File: src/hdl/tfps_pkg.sv
// tfps_pkg: types and constants shared by the feature point selector
// used by tfps_ctrl, tfps_dp and tracking_feature_point_selector
package tfps_pkg;

	localparam int COORD_BITS = 12;
	localparam int IMG_BITS   = 12;
	localparam int CFG_BITS   = 16;
	localparam int CFG_IDX_BITS = 2;

	localparam logic [1:0] MODE_LOAD_CAND = 2'd0;
	localparam logic [1:0] MODE_LOAD_PREV = 2'd1;
	localparam logic [1:0] MODE_SELECT    = 2'd2;
	localparam logic [1:0] MODE_CLEAR     = 2'd3;

	localparam logic [CFG_IDX_BITS-1:0] CFG_WIDTH  = 2'd0;
	localparam logic [CFG_IDX_BITS-1:0] CFG_HEIGHT = 2'd1;
	localparam logic [CFG_IDX_BITS-1:0] CFG_SEED   = 2'd2;

	localparam logic [IMG_BITS-1:0] WIDTH_RESET  = 12'd640;
	localparam logic [IMG_BITS-1:0] HEIGHT_RESET = 12'd480;
	localparam logic [15:0] SEED_RESET = 16'd44257;
	localparam logic [15:0] LFSR_TAPS  = 16'hB400;

	localparam logic [1:0] GEO_SQ   = 2'd0;
	localparam logic [1:0] GEO_LINE = 2'd1;
	localparam logic [1:0] GEO_QUAD = 2'd2;

	typedef struct packed {
		logic [1:0]            mode;
		logic [2:0]            select_count;
		logic [COORD_BITS-1:0] x0;
		logic [COORD_BITS-1:0] y0;
		logic [COORD_BITS-1:0] x1;
		logic [COORD_BITS-1:0] y1;
		logic [COORD_BITS-1:0] x2;
		logic [COORD_BITS-1:0] y2;
		logic [7:0]            page;
		logic [3:0]            level;
		logic [15:0]           feature_id;
	} in_word_t;

	typedef struct packed {
		logic       found;
		logic [7:0] index;
	} out_word_t;

	typedef struct packed {
		logic [7:0]  page;
		logic [3:0]  level;
		logic [15:0] id;
	} key_t;

	typedef struct packed {
		logic [COORD_BITS-1:0] x;
		logic [COORD_BITS-1:0] y;
		key_t                  key;
	} cand_t;

	typedef struct packed {
		logic load_cand;
		logic load_prev;
		logic clear;
		logic latch;
		logic ci_clr;
		logic ci_inc;
		logic pi_clr;
		logic pi_inc;
		logic g_cap;
		logic g_step;
		logic g_score;
		logic pick_cur;
		logic mark_taken;
		logic mark_done;
		logic prev_empty;
		logic n_clr;
		logic n_inc;
		logic lfsr_step;
		logic k_mul;
		logic out_load;
	} cmd_t;

	typedef struct packed {
		logic ci_end;
		logic pi_end;
		logic step_last;
		logic pdone;
		logic ctaken;
		logic key_eq;
		logic n_zero;
		logic n_eq_k;
		logic hit;
	} sts_t;

endpackage

File: src/hdl/tfps_ctrl.sv
// tfps_ctrl: sequencer for loads, geometric scan, key match and random pick
// depends on tfps_pkg; drives tfps_dp through cmd_t and reads sts_t
module tfps_ctrl (
	input  logic              clk,
	input  logic              arst_n,
	input  logic              in_valid,
	input  tfps_pkg::in_word_t in_word,
	output logic              in_stall,
	output logic              out_valid,
	input  logic              out_stall,
	input  tfps_pkg::sts_t    sts,
	output tfps_pkg::cmd_t    cmd
);
	import tfps_pkg::*;

	localparam logic [4:0] S_IDLE  = 5'd0;
	localparam logic [4:0] S_G_RD  = 5'd1;
	localparam logic [4:0] S_G_WT  = 5'd2;
	localparam logic [4:0] S_G_MUL = 5'd3;
	localparam logic [4:0] S_G_SC  = 5'd4;
	localparam logic [4:0] S_FIN   = 5'd5;
	localparam logic [4:0] S_M_PRD = 5'd6;
	localparam logic [4:0] S_M_PWT = 5'd7;
	localparam logic [4:0] S_M_CRD = 5'd8;
	localparam logic [4:0] S_M_CWT = 5'd9;
	localparam logic [4:0] S_R_CRD = 5'd10;
	localparam logic [4:0] S_R_CWT = 5'd11;
	localparam logic [4:0] S_R_CHK = 5'd12;
	localparam logic [4:0] S_R_MUL = 5'd13;
	localparam logic [4:0] S_S_CRD = 5'd14;
	localparam logic [4:0] S_S_CWT = 5'd15;
	localparam logic [4:0] S_DONE  = 5'd16;

	logic [4:0] state_q, state_d;
	logic       out_valid_q;

	assign in_stall  = (state_q != S_IDLE);
	assign out_valid = out_valid_q;

	always_comb begin
		cmd     = '0;
		state_d = state_q;
		unique case (state_q)
			S_IDLE: begin
				if (in_valid) begin
					unique case (in_word.mode)
						MODE_LOAD_CAND: cmd.load_cand = 1'b1;
						MODE_LOAD_PREV: cmd.load_prev = 1'b1;
						MODE_CLEAR:     cmd.clear = 1'b1;
						default: begin
							cmd.latch  = 1'b1;
							cmd.ci_clr = 1'b1;
							cmd.pi_clr = 1'b1;
							state_d = in_word.select_count[2] ? S_M_PRD : S_G_RD;
						end
					endcase
				end
			end
			S_G_RD: state_d = sts.ci_end ? S_FIN : S_G_WT;
			S_G_WT: begin
				cmd.g_cap = 1'b1;
				state_d = S_G_MUL;
			end
			S_G_MUL: begin
				cmd.g_step = 1'b1;
				if (sts.step_last) state_d = S_G_SC;
			end
			S_G_SC: begin
				cmd.g_score = 1'b1;
				cmd.ci_inc  = 1'b1;
				state_d = S_G_RD;
			end
			S_FIN: begin
				cmd.mark_taken = sts.hit;
				state_d = S_DONE;
			end
			S_M_PRD: begin
				if (sts.pi_end) begin
					cmd.prev_empty = 1'b1;
					cmd.ci_clr = 1'b1;
					cmd.n_clr  = 1'b1;
					state_d = S_R_CRD;
				end else begin
					state_d = S_M_PWT;
				end
			end
			S_M_PWT: begin
				if (sts.pdone) begin
					cmd.pi_inc = 1'b1;
					state_d = S_M_PRD;
				end else begin
					cmd.mark_done = 1'b1;
					cmd.ci_clr = 1'b1;
					state_d = S_M_CRD;
				end
			end
			S_M_CRD: begin
				if (sts.ci_end) begin
					cmd.pi_inc = 1'b1;
					state_d = S_M_PRD;
				end else begin
					state_d = S_M_CWT;
				end
			end
			S_M_CWT: begin
				if (!sts.ctaken && sts.key_eq) begin
					cmd.pick_cur = 1'b1;
					state_d = S_FIN;
				end else begin
					cmd.ci_inc = 1'b1;
					state_d = S_M_CRD;
				end
			end
			S_R_CRD: state_d = sts.ci_end ? S_R_CHK : S_R_CWT;
			S_R_CWT: begin
				cmd.n_inc  = !sts.ctaken;
				cmd.ci_inc = 1'b1;
				state_d = S_R_CRD;
			end
			S_R_CHK: begin
				if (sts.n_zero) begin
					state_d = S_DONE;
				end else begin
					cmd.lfsr_step = 1'b1;
					state_d = S_R_MUL;
				end
			end
			S_R_MUL: begin
				cmd.k_mul  = 1'b1;
				cmd.n_clr  = 1'b1;
				cmd.ci_clr = 1'b1;
				state_d = S_S_CRD;
			end
			S_S_CRD: state_d = sts.ci_end ? S_DONE : S_S_CWT;
			S_S_CWT: begin
				if (!sts.ctaken && sts.n_eq_k) begin
					cmd.pick_cur = 1'b1;
					state_d = S_FIN;
				end else begin
					cmd.n_inc  = !sts.ctaken;
					cmd.ci_inc = 1'b1;
					state_d = S_S_CRD;
				end
			end
			S_DONE: begin
				if (!out_valid_q || !out_stall) begin
					cmd.out_load = 1'b1;
					state_d = S_IDLE;
				end
			end
			default: state_d = S_IDLE;
		endcase
	end

	always_ff @(posedge clk or negedge arst_n) begin
		if (!arst_n) begin
			state_q     <= S_IDLE;
			out_valid_q <= 1'b0;
		end else begin
			state_q <= state_d;
			if (cmd.out_load) out_valid_q <= 1'b1;
			else if (!out_stall) out_valid_q <= 1'b0;
		end
	end

endmodule

File: config.mk
export PLATFORM = sky130hd
export DESIGN_NAME = tfps_ctrl
export DESIGN_NICKNAME = d
export VERILOG_FILES = /design/src/hdl/tfps_pkg.sv /design/src/hdl/tfps_ctrl.sv
export SDC_FILE = /design/constraint.sdc
export NUM_CORES = 1
export LEC_CHECK = 0
export ABC_AREA = 0
export BUFFER_PORTS_ARGS = -buffer_cell sky130_fd_sc_hd__buf_2
export CAP_MARGIN = 10
export CORE_ASPECT_RATIO = 0.6
export CORE_MARGIN = 5
export CORE_UTILIZATION = 30
export DETAILED_ROUTE_END_ITERATION = 7
export GPL_TIMING_DRIVEN = 0
export HOLD_SLACK_MARGIN = 0.08
export PLACE_DENSITY_LB_ADDON = 0.05
export SYNTH_ARGS = -nofsm -noshare
export SYNTH_HDL_FRONTEND = slang
export SYNTH_SLANG_ARGS = --single-unit
File: constraint.sdc
create_clock -name clk -period 3.14 [get_ports clk]
set_clock_uncertainty 0.1 [all_clocks]
set_input_delay 0.157 -clock clk [delete_from_list [all_inputs] [get_ports clk]]
set_output_delay 0.157 -clock clk [all_outputs]
set_load 0.03 [all_outputs]
Yosys cells after proc, flatten, opt, wreduce, memory -nomap -nowiden. Index checks and enable logic that the tools add are counted. Widths: inputs -> output; s select.

Output and inout port bits: 22. Word-level logic and storage cells: 90. Input port bits: 118. Flip-flop bits (word level): 6.

Reductions and logical operators: 12. Multiplexer cells: 53. Equality and inequality tests: 23.

Operator list (number): $pmux 5 s17 (1); $eq 5x4->1 const B (8); $mux 5 (7); $mux 1 (28); $mux 4 (6); $eq 5x3->1 const B (4); $eq 5x2->1 const B (2); $mux 3 (3); $ne 2x2->1 const B (4); $pmux 1 s2 (4); $eq 5x1->1 const B (1); $eq 5x5->1 const B (1); $logic_not 5->1 (1); $reduce_bool 5->1 (1); $mux 2 (2); $pmux 1 s4 (1); $reduce_and 4->1 (1); $logic_not 1->1 (3); $pmux 1 s3 (1); $reduce_or 3->1 (1); $eq 2x1->1 const B (1); $eq 2x2->1 const B (1); $logic_and 1x1->1 (2); $logic_not 2->1 (1); 3 further kinds (3).

Logic depth before layout (Yosys ltp).
Depth in word-level cells: 5. Gate-level depth with buffers: 7. Gate-level depth less buffers: 5.

Worst setup path after synthesis. Ideal clock, no wire load.

Path type: reg-to-output. Start: register state_q[4]. End: output port cmd[14] (netlist bit). Stages on the path, launching flop included: 5. Path slack: 0.817 ns. Path buffers: 1. Arrival time: 2.066 ns. Required time: 2.883 ns. Cell sequence: dfrtp_1 > buf_2 > nor3b_2 > nor3b_1 > a311o_1.

RTL lines: from (decl) (line tfps_ctrl.sv:34) `logic [4:0] state_q, state_d;`; from (signal assigned) (line tfps_ctrl.sv:160) `state_q <= state_d;`; to (decl) (line tfps_ctrl.sv:12) `output tfps_pkg::cmd_t cmd`.

==> metrics <==
Post-Route WL=2.809 mm; Slowest Stage Delay on Critical Path=360 ps; number of antenna diodes=0; Max Transition Viols Final=0; commonest register cell after synthesis=sky130_fd_sc_hd__dfrtp_1; worst hold slack=93.28 ps; Setup-failing EPs final=0; Final Critical Period=2229 ps; post-synth design cell area=825.8 um^2; ANT nets after route=0; highest-delay cell along the critical path=sky130_fd_sc_hd__a311o_1; number of nets at the end of the flow=273; endpoint class of the critical path=primary output; largest net degree at the start of global routing=11; Clk Tree Root Cell=sky130_fd_sc_hd__clkbuf_8; critical path cell sequence=buf_4 -> clkbuf_4 -> and4_4 -> o21ai_1 -> o221ai_1 -> a311o_1 -> buf_2; fraction of final layout cells sized beyond drive strength 1=0.3987; Max Clk Rate=448.7 MHz; CP bufs+invs=3; Hold Crit Class=in2reg; most used standard cells in the synthesized netlist=sky130_fd_sc_hd__nand2_1 (14), sky130_fd_sc_hd__nor2_1 (14), sky130_fd_sc_hd__dfrtp_1 (6); detailed placer's ending HPWL=2.275 mm; global router's overall resource usage=0.1428; initial antenna violation count=0; top-level I/O count=140; fill cell count=269; Core Rows=14; status=complete, no violations; CTS clock-pin slew for the worst setup and hold paths=40 ps; fraction of registers with async set/reset=1.000; number of levels the H-tree was split into=1; Residual DRC=0; via count of the first global-routing pass=901; Crit path max-delay family=compound AO/OA/AOI/OAI gates; Setup TNS=0 ps; startpoint types=flop; post-synthesis sequential area ratio=0.1818; count of TritonRoute iterations in the first routing pass=4; Storage cell area=150.1 um^2; number of DRC markers in iteration 0=110; leading area contributor after synthesis=sky130_fd_sc_hd__dfrtp_1; number of distinct standard cells referenced by the synthesized netlist=49; fraction of synthesized cell area taken by the top area cell type=0.1818; maximum clock path buffer count=2; FF+latch count, synth=6; area occupied by multi-input gates=599.3 um^2; Die Y-Extent=50.64 um; power per standard cell area=833.6 nW/um^2; warning count from the yosys run=0; GP Congestion=0.7954; final worst path period share=0.7098; worst setup path category=reg2out; CTS buffer count=3; leakage power total=0.0005520 uW; detailed-route wire length per cell=15.18 um; cell count after synthesis=112; final std cells w/o fill=185; sinks on the clock net=6; Placed Cells=181; number of enable-type register cells in the synthesized netlist=0; core box area=2575 um^2; average vias per placed instance=5.459; via count=1010; synthesized area per cell=7.373 um^2; highest ir drop seen on vdd=0.0003582 V; endpoints failing hold=0; Data arrival, critical path=1970 ps; syn_nets=230; Area Overhead vs Synth=33.49%; tightest slew margin relative to the limit=0.6784; post-layout worst setup margin=911.2 ps; clock insertion delay at the later pin of the skew report=220 ps; Initial Util=0.3207; horizontal die dimension=77.73 um; max cap viols=0; required time of the critical path=2880 ps; actual slew at the worst max-slew pin=477.9 ps; Crit Path Max Fanout=10; unrepaired setup endpoints after global routing=no; global-route wire length before repair=4.436 mm; setup bufs post-CTS=0; sum of overflow across all layers after global routing=0; utilization of the core after routing=0.4281; total die area=3936 um^2; main area contributors after synthesis=sky130_fd_sc_hd__dfrtp_1 (18%), sky130_fd_sc_hd__nand2_1 (6.4%), sky130_fd_sc_hd__nor2_1 (6.4%), sky130_fd_sc_hd__buf_4 (3.6%), sky130_fd_sc_hd__nor3b_1 (3.6%); number of resized instances in the post-cts repair step=0; TritonCTS clock tree=yes; Place WS=1166 ps; count of buffers from port buffering=37
[worst min-delay path, stage by stage]
cell,delay [ps]
sky130_fd_sc_hd__buf_2,90
sky130_fd_sc_hd__nand2_1,60
sky130_fd_sc_hd__nand2_1,70
[logic make-up after synthesis]
family / Yosys count / share of synthesized area
compound gates: 28 / 0.2561
buf+inv: 13 / 0.09242
flops: 6 / 0.1818
mux: 2 / 0.02727
simple gates: 63 / 0.4424
[cells in the final DEF, fill, tap and decap left out, types with 2 or more instances in the layout]
cell type                  synthesis  layout
sky130_fd_sc_hd__a211oi_1          3       3
sky130_fd_sc_hd__a21oi_1           5       5
sky130_fd_sc_hd__and2b_4           2       2
sky130_fd_sc_hd__and3_1            3       3
sky130_fd_sc_hd__buf_2             1      38
sky130_fd_sc_hd__buf_4             4       4
sky130_fd_sc_hd__clkbuf_1          2       2
sky130_fd_sc_hd__clkbuf_8          0       3
sky130_fd_sc_hd__dfrtp_1           6       6
sky130_fd_sc_hd__inv_1             4       4
sky130_fd_sc_hd__mux2_2            2       2
sky130_fd_sc_hd__nand2_1          14      14
sky130_fd_sc_hd__nand3_1           4       4
sky130_fd_sc_hd__nand4_1           2       2
sky130_fd_sc_hd__nor2_1           14      14
sky130_fd_sc_hd__nor2b_1           3       3
sky130_fd_sc_hd__nor3_1            3       3
sky130_fd_sc_hd__nor3b_1           4       4
sky130_fd_sc_hd__nor3b_2           2       2
sky130_fd_sc_hd__o21ai_0           2       2
sky130_fd_sc_hd__o21ai_1           3       3
[per-stage QoR]
stage / total power, uW / instance area [um^2]
final: 918.9 / 1102
after global routing: 993.5 / 1102
after CTS: 921.6 / 1102
after detailed placement: 796.7 / 1051
after global placement: 803.9 / 1051
after floorplan: 636.0 / 825.8
[metal layers]
| metal | routed length [um] | vias to the layer above | GRT usage |
|---|---|---|---|
| li1 | - | 492 | - |
| met1 | 1353 | 473 | 0.2171 |
| met2 | 1180 | 41 | 0.1856 |
| met3 | 249 | 4 | 0.05000 |
| met4 | 26 | 0 | 0.03429 |
| met5 | 0 | - | 0 |
[sequential cells by signal (all words and copies together) (netlist names)]
name       flops
state_q        5
out_valid      1
[final cells by class]
| class | count | share of cell area |
|---|---|---|
| clock buffer | 3 | 0.03746 |
| sequential | 6 | 0.1362 |
| multi-input combinational | 93 | 0.5437 |
| inverter | 4 | 0.01362 |
| tap | 32 | 0.03632 |
| timing repair buffer | 38 | 0.1771 |
| buffer | 9 | 0.05562 |
[worst paths after layout]
kind	cells after the start	slack, ps	endpoint	start
worst max-delay path	7	910	cmd[14]	state_q[3]
worst min-delay path	3	90	out_valid	out_stall
worst max register to register	6	1320	state_q[2]	state_q[4]
worst min register to register	2	430	out_valid	out_valid
max in group asynchronous	2	2590	state_q[0]	arst_n
min in group asynchronous	2	190	out_valid	arst_n
[timing repair]
action,4_1_cts,5_1_grt
hold endpoints to repair,6,0
setup endpoints to repair,0,0
hold buffers,1,0
[report_power, final]
group	total (uW)	leakage [uW]	switching, uW	internal, uW
Sequential	128	0.0000789	22.1	106
Combinational	674	0.000452	419	255
Clock	117	0.0000216	34.4	82.5
Power figures use the tool's default switching activity.
